`src/sv/kefq_pkg.sv`:
```
// Shared constants, codes and types of the key event filter queue.
`timescale 1ns / 1ps

package kefq_pkg;

	localparam int KEY_COUNT   = 256;
	localparam int QUEUE_DEPTH = 256;

	localparam int FUNC_W    = 3;
	localparam int KEY_W     = 8;
	localparam int COUNT_W   = 9;
	localparam int KEY_IDX_W = (KEY_COUNT > 1) ? $clog2(KEY_COUNT) : 1;
	localparam int WALK_W    = $clog2(KEY_COUNT + 1);
	localparam int PTR_W     = (QUEUE_DEPTH > 1) ? $clog2(QUEUE_DEPTH) : 1;
	localparam int QCNT_W    = $clog2(QUEUE_DEPTH + 1);

	localparam int S_DATA_W = 16;
	localparam int M_DATA_W = 24;

	localparam logic [COUNT_W-1:0] COUNT_MAX = COUNT_W'(256);

	localparam logic [FUNC_W-1:0] FN_ADD    = 3'd0;
	localparam logic [FUNC_W-1:0] FN_REMOVE = 3'd1;
	localparam logic [FUNC_W-1:0] FN_PRESS  = 3'd2;
	localparam logic [FUNC_W-1:0] FN_REL    = 3'd3;
	localparam logic [FUNC_W-1:0] FN_POP    = 3'd4;
	localparam logic [FUNC_W-1:0] FN_RELALL = 3'd5;
	localparam logic [FUNC_W-1:0] FN_REMALL = 3'd6;

	typedef struct packed {
		logic enabled;
		logic pressed;
	} map_entry_t;

	typedef struct packed {
		logic [COUNT_W-1:0] active;
		logic               pressed;
		logic [KEY_W-1:0]   key;
	} event_t;

endpackage

```
`src/sv/kefq_keymap.sv`:
```
// Per-key enable/pressed memory with reset-cleared valid bits.
`timescale 1ns / 1ps

module kefq_keymap (
	input  logic                             clk,
	input  logic                             arst_n,
	input  logic                             rd_en,
	input  logic [kefq_pkg::KEY_IDX_W-1:0]   rd_addr,
	output kefq_pkg::map_entry_t             rd_data,
	input  logic                             wr_en,
	input  logic [kefq_pkg::KEY_IDX_W-1:0]   wr_addr,
	input  kefq_pkg::map_entry_t             wr_data
);
	import kefq_pkg::*;

	map_entry_t mem_q [KEY_COUNT];
	logic [KEY_COUNT-1:0] valid_q;
	map_entry_t raw_q;
	logic       raw_v_q;

	always_ff @(posedge clk) begin
		if (wr_en) begin
			mem_q[wr_addr] <= wr_data;
		end
		if (rd_en) begin
			raw_q <= mem_q[rd_addr];
		end
	end

	always_ff @(posedge clk or negedge arst_n) begin
		if (!arst_n) begin
			valid_q <= '0;
			raw_v_q <= 1'b0;
		end else begin
			if (wr_en) begin
				valid_q[wr_addr] <= 1'b1;
			end
			if (rd_en) begin
				raw_v_q <= valid_q[rd_addr];
			end
		end
	end

	// an entry never written reads as cleared
	assign rd_data = raw_v_q ? raw_q : '0;

endmodule

```
`config.mk`:
```
export PLATFORM = sky130hd
export DESIGN_NAME = kefq_keymap
export DESIGN_NICKNAME = d
export VERILOG_FILES = /design/src/sv/kefq_pkg.sv /design/src/sv/kefq_keymap.sv
export SDC_FILE = /design/constraint.sdc
export NUM_CORES = 1
export LEC_CHECK = 0
export BUFFER_PORTS_ARGS = -buffer_cell sky130_fd_sc_hd__buf_2
export CORE_MARGIN = 2
export CORE_UTILIZATION = 68
export DETAILED_ROUTE_END_ITERATION = 8
export GPL_TIMING_DRIVEN = 1
export PLACE_DENSITY = 0.85
export SYNTH_ARGS = -nofsm -noshare
export SYNTH_HDL_FRONTEND = slang
export SYNTH_SLANG_ARGS = --single-unit
```
`constraint.sdc`:
```
create_clock -name clk -period 6.2 [get_ports clk]
set_clock_uncertainty 0.1 [all_clocks]
set_input_delay 1.24 -clock clk [delete_from_list [all_inputs] [get_ports clk]]
set_output_delay 1.24 -clock clk [all_outputs]
set_load 0.005 [all_outputs]
```
==> results.py <==
metrics = {
    "timing": {
        "setup_viol": 0,
        "min_period_ns": 4.23,
        "whs_ns": 0.357,
        "setup_ws_ns": 1.97,
        "drv_slew": 0,
        "fin_tns_setup_ns": 0,
        "worst_pin_slew_ns": 1.26,
        "fmax_mhz": 237,
        "hold_viol": 0,
        "slew-limit-headroom_pct": 16.1,
        "min_period_over_period_pct": 68.2,
        "rsz0062_at_grt": "no",
    },
    "layout": {
        "multiInputGateArea_um2": 8540,
        "seqCellArea_um2": 21900,
        "area_growth_pct": 10.3,
        "final_nets": 1922,
        "layout-drive-gt1-share_pct": 30.9,
        "fill_cells": 2302,
        "instances_no_fill": 2561,
        "fin_area_um2": 34000,
    },
    "floorplan": {
        "die_w_um": 217,
        "die_h_um": 217,
        "initial_core_util_pct": 68.5,
        "pin_count": 24,
        "rows": 78,
        "die-area_um2": 47100,
        "core_area_um2": 45100,
    },
    "route": {
        "drtIter0Drc": 2899,
        "routedWlPerCell_um": 30.6,
        "ant_nets": 0,
        "routed_wl_mm": 78.4,
        "via_per_inst": 7.10,
        "drtPass1Iterations": 8,
        "routed-via-count": 18200,
        "drc_errors": 0,
    },
    "hold_path": {
        "hp-start": "valid_q[74]$_DFFE_PN0P_",
        "whs_endpoint": "valid_q[74]$_DFFE_PN0P_",
        "min_path_cells": 1,
        "hold_class": "flip-flop to flip-flop",
    },
    "worst_setup_path": {
        "crit_chain": "clkbuf_8, buf_12, nand2b_1, o221ai_1, o22ai_1, a2111oi_0, nor2_1, a311oi_1, a211o_1",
        "required_ns": 6.65,
        "r2r_slack_ns": 3.49,
        "slowest_delay_ns": 0.67,
        "path_delay_family": "compound AO/OA/AOI/OAI gates",
        "timing.critical_path.buf_inv": 2,
        "crit_arrival_ns": 4.67,
        "crit_path_max_fanout": 89,
        "crit_type": "input pin to flip-flop",
        "critPathLaunchType": "input pin",
        "rr_startpoint": "mem_q[58][1]$_DFFE_PP_",
        "worst_r2r_endpoint": "raw_q[1]$_DFFE_PP_",
        "startpoint": "rd_addr[1]",
        "worst_path_max_delay_cell": "a2111oi_0",
        "critPathCaptureType": "flip-flop",
        "reg2regPathDepth": 6,
    },
    "grt": {
        "grt_usage_pct": 34.2,
        "antenna_found_initial": 2,
        "grt_pass1_wl_mm": 117,
        "grt_pass1_vias": 18800,
        "grt.overflow.total": 0,
        "grt_max_degree": 126,
    },
    "clock_tree": {
        "cts_resized": 0,
        "cts_buffers": 73,
        "root_buffer": "clkbuf_16",
        "cts_sinks": 771,
        "clock_path_buffers": 3,
        "clk_pin_slew_ns": 0.07,
        "clock_latency_ns": 0.61,
        "cts_setup_buffers": 0,
        "cts_tree": "yes",
        "h-tree-depth": 3,
        "cts_hold_buffers": 0,
    },
    "synthesis": {
        "synth-edff-count": 514,
        "syn_avg_cell_area_um2": 16.5,
        "syn_nets": 1892,
        "yosys.area.top_type": "edfxtp_1",
        "postSynthCellCount": 1870,
        "ys_top_cells_by_area": "edfxtp_1, dfrtp_1, mux4_2, or2_2, nor2_1",
        "netlist_area_um2": 30900,
        "synth-seq-cells": 771,
        "post_synth_num_cell_types": 44,
        "synth_ff_type": "edfxtp_1",
        "synth_async_sr_flop_share_pct": 33.3,
        "yosysWarningCount": 0,
        "ys_seq_area_share_pct": 70.8,
        "synth_top_area_share_pct": 50.0,
    },
    "pwr": {
        "pwr_density_cell_nw_per_um2": 322,
        "power.leakage_nw": 13.0,
        "ir_drop_mv": 0.336,
    },
    "status": {
        "status": "finished, final reports clean",
    },
    "placement": {
        "gp_congestion": 0.905,
        "hpwl_mm": 43.8,
        "place_worst_setup_slack_ns": 1.56,
        "port_buffers": 23,
        "dp.cells": 2425,
        "place_area_um2": 31600,
    },
    "job": {
        "drv_cap": 0,
    },
}
## power breakdown
group | internal [W] | switching, W | leakage, nW
clock network | 0.00259 | 0.00192 | 1.19
logic | 0.000293 | 0.000412 | 3.67
registers | 0.00565 | 0.0000872 | 8.11
total | 0.00853 | 0.00242 | 13.0
## cell usage after synthesis (3+ instances only)
cell type    n
nor2_1     272
a31oi_1      3
nand2b_1     6
nor2b_1      7
dfrtp_1    257
mux4_2     173
and2_1       3
buf_4       10
a211oi_1     4
nand2_1     37
o22ai_1      8
nand3_1     15
clkbuf_1    63
buf_6        7
buf_1        5
mux2i_1     38
a22oi_1     71
nor3_1       7
o221ai_1    12
or2_2      256
mux2_2       5
buf_2       15
a21oi_1     39
nand4_1      3
nor4_1      12
inv_1        4
edfxtp_1   514
## metal layers
metal	GRT usage (%)	vias to the layer above	share of wire [%]
met5	0	-	0
met4	18.2	0	5.9
met3	8.50	325	11
met2	54.2	1492	48
met1	44.6	9240	34
li1	-	7134	-
## stage by stage
stage	total power [W]	utilization, %
floorplan	0.00622	-
global placement	0.00646	70.2
detailed placement	0.00650	70.2
CTS	0.0109	75.5
global route	0.0112	75.5
finish	0.0110	75.5
## cells in the final DEF (no fill, tap or decap), types with 27 or more instances in the layout
cell / count
a21oi_1: 39
a22oi_1: 71
buf_4: 27
clkbuf_16: 79
dfrtp_1: 257
edfxtp_1: 514
mux2i_1: 38
mux4_2: 173
nand2_1: 37
nor2_1: 270
or2_2: 256
## cell families after synthesis
kind of cell	count (synthesis)	synth area share, %
flops	771	70.8
simple gates	626	10.1
mux	216	14.0
compound gates	152	3.42
buf+inv	105	1.63
## layout make-up
| cell class | count | share of cell area [%] |
|---|---|---|
| flip-flops and latches | 771 | 64.2 |
| multi-input cells | 994 | 25.1 |
| clock buffers | 105 | 6.33 |
| well taps | 600 | 2.20 |
| repair buffers | 55 | 1.35 |
| clock inverters | 30 | 0.761 |
| inverters | 5 | 0.0551 |
| diodes | 1 | 0.00735 |
## worst max-delay path by stage
stage                           to  cells after the start  slack [ns]
2_1_floorplan   raw_q[0]$_DFFE_PP_                      9        2.67
3_3_place_gp    raw_q[1]$_DFFE_PP_                      8        1.64
3_5_place_dp    raw_q[1]$_DFFE_PP_                      8        1.56
4_1_cts        raw_v_q$_DFFE_PN0P_                      9        2.18
5_1_grt        raw_v_q$_DFFE_PN0P_                      9        1.99
6_report       raw_v_q$_DFFE_PN0P_                      9        1.97
## worst reg2reg max path: cells and delay by family, from the launching register on
kind            cells  cell delay [ns]
compound gates      2             0.39
mux                 1             0.49
flops               1             0.39
simple gates        3             1.09
## registers in the layout, indices dropped and copies added, names as in the netlist
| register | count |
|---|---|
| mem_q | 512 |
| valid_q | 256 |
| raw_q | 2 |
| raw_v_q | 1 |
No activity file was read; power rests on OpenSTA's default activity.
