**config.mk**
```make
export PLATFORM = sky130hd
export DESIGN_NAME = kefq_evq
export DESIGN_NICKNAME = d
export VERILOG_FILES = /design/src/sv/kefq_pkg.sv /design/src/sv/kefq_evq.sv
export SDC_FILE = /design/constraint.sdc
export NUM_CORES = 2
export LEC_CHECK = 0
export BUFFER_PORTS_ARGS = -buffer_cell sky130_fd_sc_hd__buf_2
export CORE_UTILIZATION = 45
export DETAILED_ROUTE_END_ITERATION = 8
export PLACE_DENSITY = 0.61
export SLEW_MARGIN = 20
export SYNTH_ARGS = -nofsm -noshare
export SYNTH_HDL_FRONTEND = slang
export SYNTH_MEMORY_MAX_BITS = 65536
export SYNTH_SLANG_ARGS = --single-unit
```
**constraint.sdc**
```tcl
create_clock -name clk -period 3.5 [get_ports clk]
set_input_delay 0.7 -clock clk [delete_from_list [all_inputs] [get_ports clk]]
set_output_delay 0.7 -clock clk [all_outputs]
set_load 0.005 [all_outputs]
```
**src/sv/kefq_pkg.sv**
```systemverilog
// Shared constants, codes and types of the key event filter queue.
`timescale 1ns / 1ps

package kefq_pkg;

	localparam int KEY_COUNT   = 256;
	localparam int QUEUE_DEPTH = 256;

	localparam int FUNC_W    = 3;
	localparam int KEY_W     = 8;
	localparam int COUNT_W   = 9;
	localparam int KEY_IDX_W = (KEY_COUNT > 1) ? $clog2(KEY_COUNT) : 1;
	localparam int WALK_W    = $clog2(KEY_COUNT + 1);
	localparam int PTR_W     = (QUEUE_DEPTH > 1) ? $clog2(QUEUE_DEPTH) : 1;
	localparam int QCNT_W    = $clog2(QUEUE_DEPTH + 1);

	localparam int S_DATA_W = 16;
	localparam int M_DATA_W = 24;

	localparam logic [COUNT_W-1:0] COUNT_MAX = COUNT_W'(256);

	localparam logic [FUNC_W-1:0] FN_ADD    = 3'd0;
	localparam logic [FUNC_W-1:0] FN_REMOVE = 3'd1;
	localparam logic [FUNC_W-1:0] FN_PRESS  = 3'd2;
	localparam logic [FUNC_W-1:0] FN_REL    = 3'd3;
	localparam logic [FUNC_W-1:0] FN_POP    = 3'd4;
	localparam logic [FUNC_W-1:0] FN_RELALL = 3'd5;
	localparam logic [FUNC_W-1:0] FN_REMALL = 3'd6;

	typedef struct packed {
		logic enabled;
		logic pressed;
	} map_entry_t;

	typedef struct packed {
		logic [COUNT_W-1:0] active;
		logic               pressed;
		logic [KEY_W-1:0]   key;
	} event_t;

endpackage

```
**src/sv/kefq_evq.sv**
```systemverilog
// Event FIFO: event memory, read/write pointers and fill count.
`timescale 1ns / 1ps

module kefq_evq (
	input  logic              clk,
	input  logic              arst_n,
	input  logic              push,
	input  kefq_pkg::event_t  push_data,
	input  logic              rd_req,
	input  logic              pop,
	output kefq_pkg::event_t  rd_data,
	output logic              full,
	output logic              empty
);
	import kefq_pkg::*;

	event_t mem_q [QUEUE_DEPTH];
	logic [PTR_W-1:0]  rd_ptr_q;
	logic [PTR_W-1:0]  wr_ptr_q;
	logic [QCNT_W-1:0] cnt_q;

	assign full  = (cnt_q == QCNT_W'(QUEUE_DEPTH));
	assign empty = (cnt_q == '0);

	always_ff @(posedge clk) begin
		if (push) begin
			mem_q[wr_ptr_q] <= push_data;
		end
		if (rd_req) begin
			rd_data <= mem_q[rd_ptr_q];
		end
	end

	always_ff @(posedge clk or negedge arst_n) begin
		if (!arst_n) begin
			rd_ptr_q <= '0;
			wr_ptr_q <= '0;
			cnt_q    <= '0;
		end else begin
			if (push) begin
				wr_ptr_q <= (wr_ptr_q == PTR_W'(QUEUE_DEPTH - 1)) ? '0 : wr_ptr_q + 1'b1;
			end
			if (pop) begin
				rd_ptr_q <= (rd_ptr_q == PTR_W'(QUEUE_DEPTH - 1)) ? '0 : rd_ptr_q + 1'b1;
			end
			case ({push, pop})
				2'b10:   cnt_q <= cnt_q + 1'b1;
				2'b01:   cnt_q <= cnt_q - 1'b1;
				default: cnt_q <= cnt_q;
			endcase
		end
	end

	a_no_push_full: assert property (@(posedge clk) disable iff (!arst_n)
		push |-> !full) else $error("event pushed into full queue");
	a_no_pop_empty: assert property (@(posedge clk) disable iff (!arst_n)
		pop |-> !empty) else $error("event popped from empty queue");
	a_cnt_bound: assert property (@(posedge clk) disable iff (!arst_n)
		cnt_q <= QCNT_W'(QUEUE_DEPTH)) else $error("queue fill count out of range");

endmodule

```
==> run_results.csv <==
group,metric,value,unit
floorplan,rows,230,
logic_synthesis,synth_commonest_cells,"edfxtp_1, mux4_2, mux2i_1, nor2_1, clkbuf_1",
clock_tree,clk_latency,1.05,ns
grt,grt_pass1_vias,91500,
timing,fmax,280,MHz
timing,finalSetupViolations,6,
logic_synthesis,synth_ff_type,"edfxtp_1",
placement,portBuffers,42,
logic_synthesis,synth_fa_ha_area_share,0.0561,%
timing,grt_setup_unrepaired,"true",
floorplan,die_h,632,µm
floorplan,core_area,0.394,mm²
timing,setup_tns,-0.192,ns
route,vias_per_cell,6.27,
setup_path,slowest_stage,"dfrtp_4",
power_and_ir_drop,p_leak,66.7,nW
grt,grt_max_degree,113,
setup_path,crit_fanout,18,
setup_path,crit_path_start_kind,"register",
setup_path,cp.arrival,4.47,ns
outcome,status,"complete, but fails checks",
logic_synthesis,yosys.area_share.xor_xnor,0.108,%
timing,slew_headroom,16.2,%
placement,detailed_place_hpwl,333000,µm
setup_path,cpMostUsedCell,"buf_4",
cells_and_area,syn_to_final_growth,17.2,%
setup_path,path_class,"reg -> reg",
clock_tree,clkSinkCount,4651,
grt,antenna_found_initial,34,
logic_synthesis,synth_edf_count,4626,
timing,post-route-min-period,3.57,ns
clock_tree,cts_tree,"done",
timing,finalHoldViolCount,0,
route,dr_total_vias,92800,
cells_and_area,final_nets,9219,
logic_synthesis,async_flop_share,0.538,%
grt,grt_pass1_wl,738000,µm
timing,slew_violations,0,
logic_synthesis,synth_cell_types,73,
logic_synthesis,syn-instance-count,8117,
setup_path,end_kind,"register",
clock_tree,clock_path_buffers,4,
logic_synthesis,syn-num-nets,8148,
cells_and_area,final_cells,14800,
power_and_ir_drop,peakVddDrop,0.000575,V
route,drt_iter0_drc,14100,
placement,placed_cell_area,0.194,mm²
logic_synthesis,synthesis.area,0.179,mm²
setup_path,path_cells,"buf_12 > and2_4 > buf_12 > buf_4 > a22oi_1 > a21oi_1 > buf_4 > a311oi_1 > buf_4 > o21ai_2 > o211a_1",
route,dr.pass1.iters,6,
floorplan,start_util,45.4,%
grt,grt_usage,26.5,%
timing,min_period_over_period,102,%
logic_synthesis,synth_top_area_share,77.8,%
min_path,hold_path_class,"in -> reg",
logic_synthesis,ys_ff_latch,4651,
power_and_ir_drop,p_per_area,752,mW/mm²
logic_synthesis,synth_top_family_by_area,"multiplexers",
cells_and_area,fin_area,0.209,mm²
logic_synthesis,synthMuxAreaShare,15.2,%
route,ant_nets,0,
cells_and_area,drive_gt1_share,33.0,%
logic_synthesis,yosysWarnings,0,
timing,tightest_slew,1.26,ns
logic_synthesis,avgSynthCellArea,22.0,µm²
logic_synthesis,ys_seq_area_share,78.2,%
placement,place_congestion,0.905,
outcome,violations,"setup timing",
logic_synthesis,synth_simple_gate_area_share,1.60,%
timing,skew,0.0772,ns
clock_tree,clk_pin_slew,0.06,ns
clock_tree,cts_made_buffers,455,
route,post_drt_wl_per_cell,36.0,µm
setup_path,rrSetupSlack,-0.07,ns
placement,place_inst,13900,
setup_path,slowest_delay,0.64,ns
logic_synthesis,synth_most_common_cell,"edfxtp_1",
grt,gr-total-overflow,0,
run,maxCapViolCount,0,
setup_path,crit_required,4.40,ns
floorplan,fp.dieArea,0.399,mm²
floorplan,ios,43,
logic_synthesis,yosysTopAreaCell,"edfxtp_1",
timing,setup_ws,-0.0741,ns
clock_tree,clockRootBuffer,"clkbuf_16",
route,routed_wl,534000,µm
floorplan,die_w,632,µm
clock_tree,h-tree-depth,5,
logic_synthesis,synth_compound_area_share,3.41,%
route,drc,0,
logic_synthesis,synthTopCellsByArea,"edfxtp_1, mux4_2, mux2i_1",
==> worst paths after layout <==
| check | from | endpoint | cells after the start |
|---|---|---|---|
| max | rd_ptr_q[2] | rd_data[4] | 11 |
| min | push_data[1] | mem_q[140][1] | 1 |
| max reg2reg | rd_ptr_q[2] | rd_data[4] | 11 |
| min reg2reg | cnt_q[7] | cnt_q[7] | 1 |
| max in group asynchronous | arst_n | rd_ptr_q[5] | 2 |
| min in group asynchronous | arst_n | cnt_q[0] | 2 |
==> kinds of logic (layout without fill, tap and decap cells) <==
logic type | Yosys count | after routing
DFF | 4651 | 4651
muxes | 1427 | 1427
AOI/OAI and AO/OA | 848 | 848
and+or+nand+nor | 651 | 651
buffers and inverters | 510 | 1950
xor gates and xnor gates | 22 | 22
adders and majority gates | 8 | 8
other | 0 | 33
==> sequential cells by signal, indices dropped and copies added, names as in the netlist <==
register and flops:
mem_q 4608, rd_data 18, cnt_q 9, rd_ptr_q 8
wr_ptr_q 8
==> power breakdown <==
group	total, mW	leakage, nW	switching [mW]	internal (mW)
combinational	46.4	17.8	28.4	18.0
sequential	62.9	41.9	0.925	62.0
clock	48.0	7.05	21.0	27.0
total	157	66.7	50.4	107
==> critical path, delay by kind of cell, from the launching register on <==
family                 cells  cell delay, ns
AOI/OAI and AO/OA          5            1.21
buffers and inverters      5            1.04
DFF                        1            0.64
and+or+nand+nor            1            0.43
==> per-stage QoR <==
stage | hold WS [ns] | util [%] | worst slack [ns] | total power, mW
floorplan | 0.404 | - | 0.396 | 84.3
global placement | 0.505 | 49.3 | -0.807 | 109
detailed placement | 0.514 | 49.3 | -0.609 | 109
CTS | 0.105 | 53.1 | 0.000336 | 157
global route | 0.102 | 53.2 | -0.0265 | 161
finish | 0.0917 | 53.2 | -0.0741 | 157
==> cell usage in the layout (no fill, tap or decap), types with 82 or more instances in the layout <==
| cell type | instances |
|---|---|
| clkinv_1 | 105 |
| mux2i_1 | 377 |
| a22oi_1 | 197 |
| a21oi_1 | 141 |
| buf_4 | 862 |
| nor2_2 | 260 |
| mux4_2 | 1032 |
| buf_12 | 190 |
| clkbuf_16 | 463 |
| clkbuf_1 | 88 |
| a221oi_1 | 85 |
| edfxtp_1 | 4626 |
| clkinv_2 | 89 |
| o21ai_0 | 82 |
| nand2_1 | 152 |
==> metal layers <==
metal	up-vias	wire [µm]	GRT usage [%]
li1	36700	-	-
met1	49800	207000	37.3
met2	5426	247000	40.8
met3	893	56300	5.41
met4	10	23300	10.3
met5	-	67	0
==> layout make-up <==
type | instances | area, µm²
multi-input combinational | 2956 | 37600
clock inverter | 274 | 2580
inverter | 15 | 65.1
fill | 29900 | 184000
clock buffer | 552 | 11900
antenna | 33 | 82.6
sequential | 4651 | 140000
tap | 5220 | 6530
timing repair buffer | 1109 | 11000
==> what timing repair did <==
item	in CTS	in global routing
hold endpoints to repair	25	0
buffers inserted	20	0
endpoints found under the setup margin	15	13
gates cloned	1	3
gates resized for setup	43	29
pin swaps	4	1
hold buffers	1	0
Power figures use the tool's default switching activity.
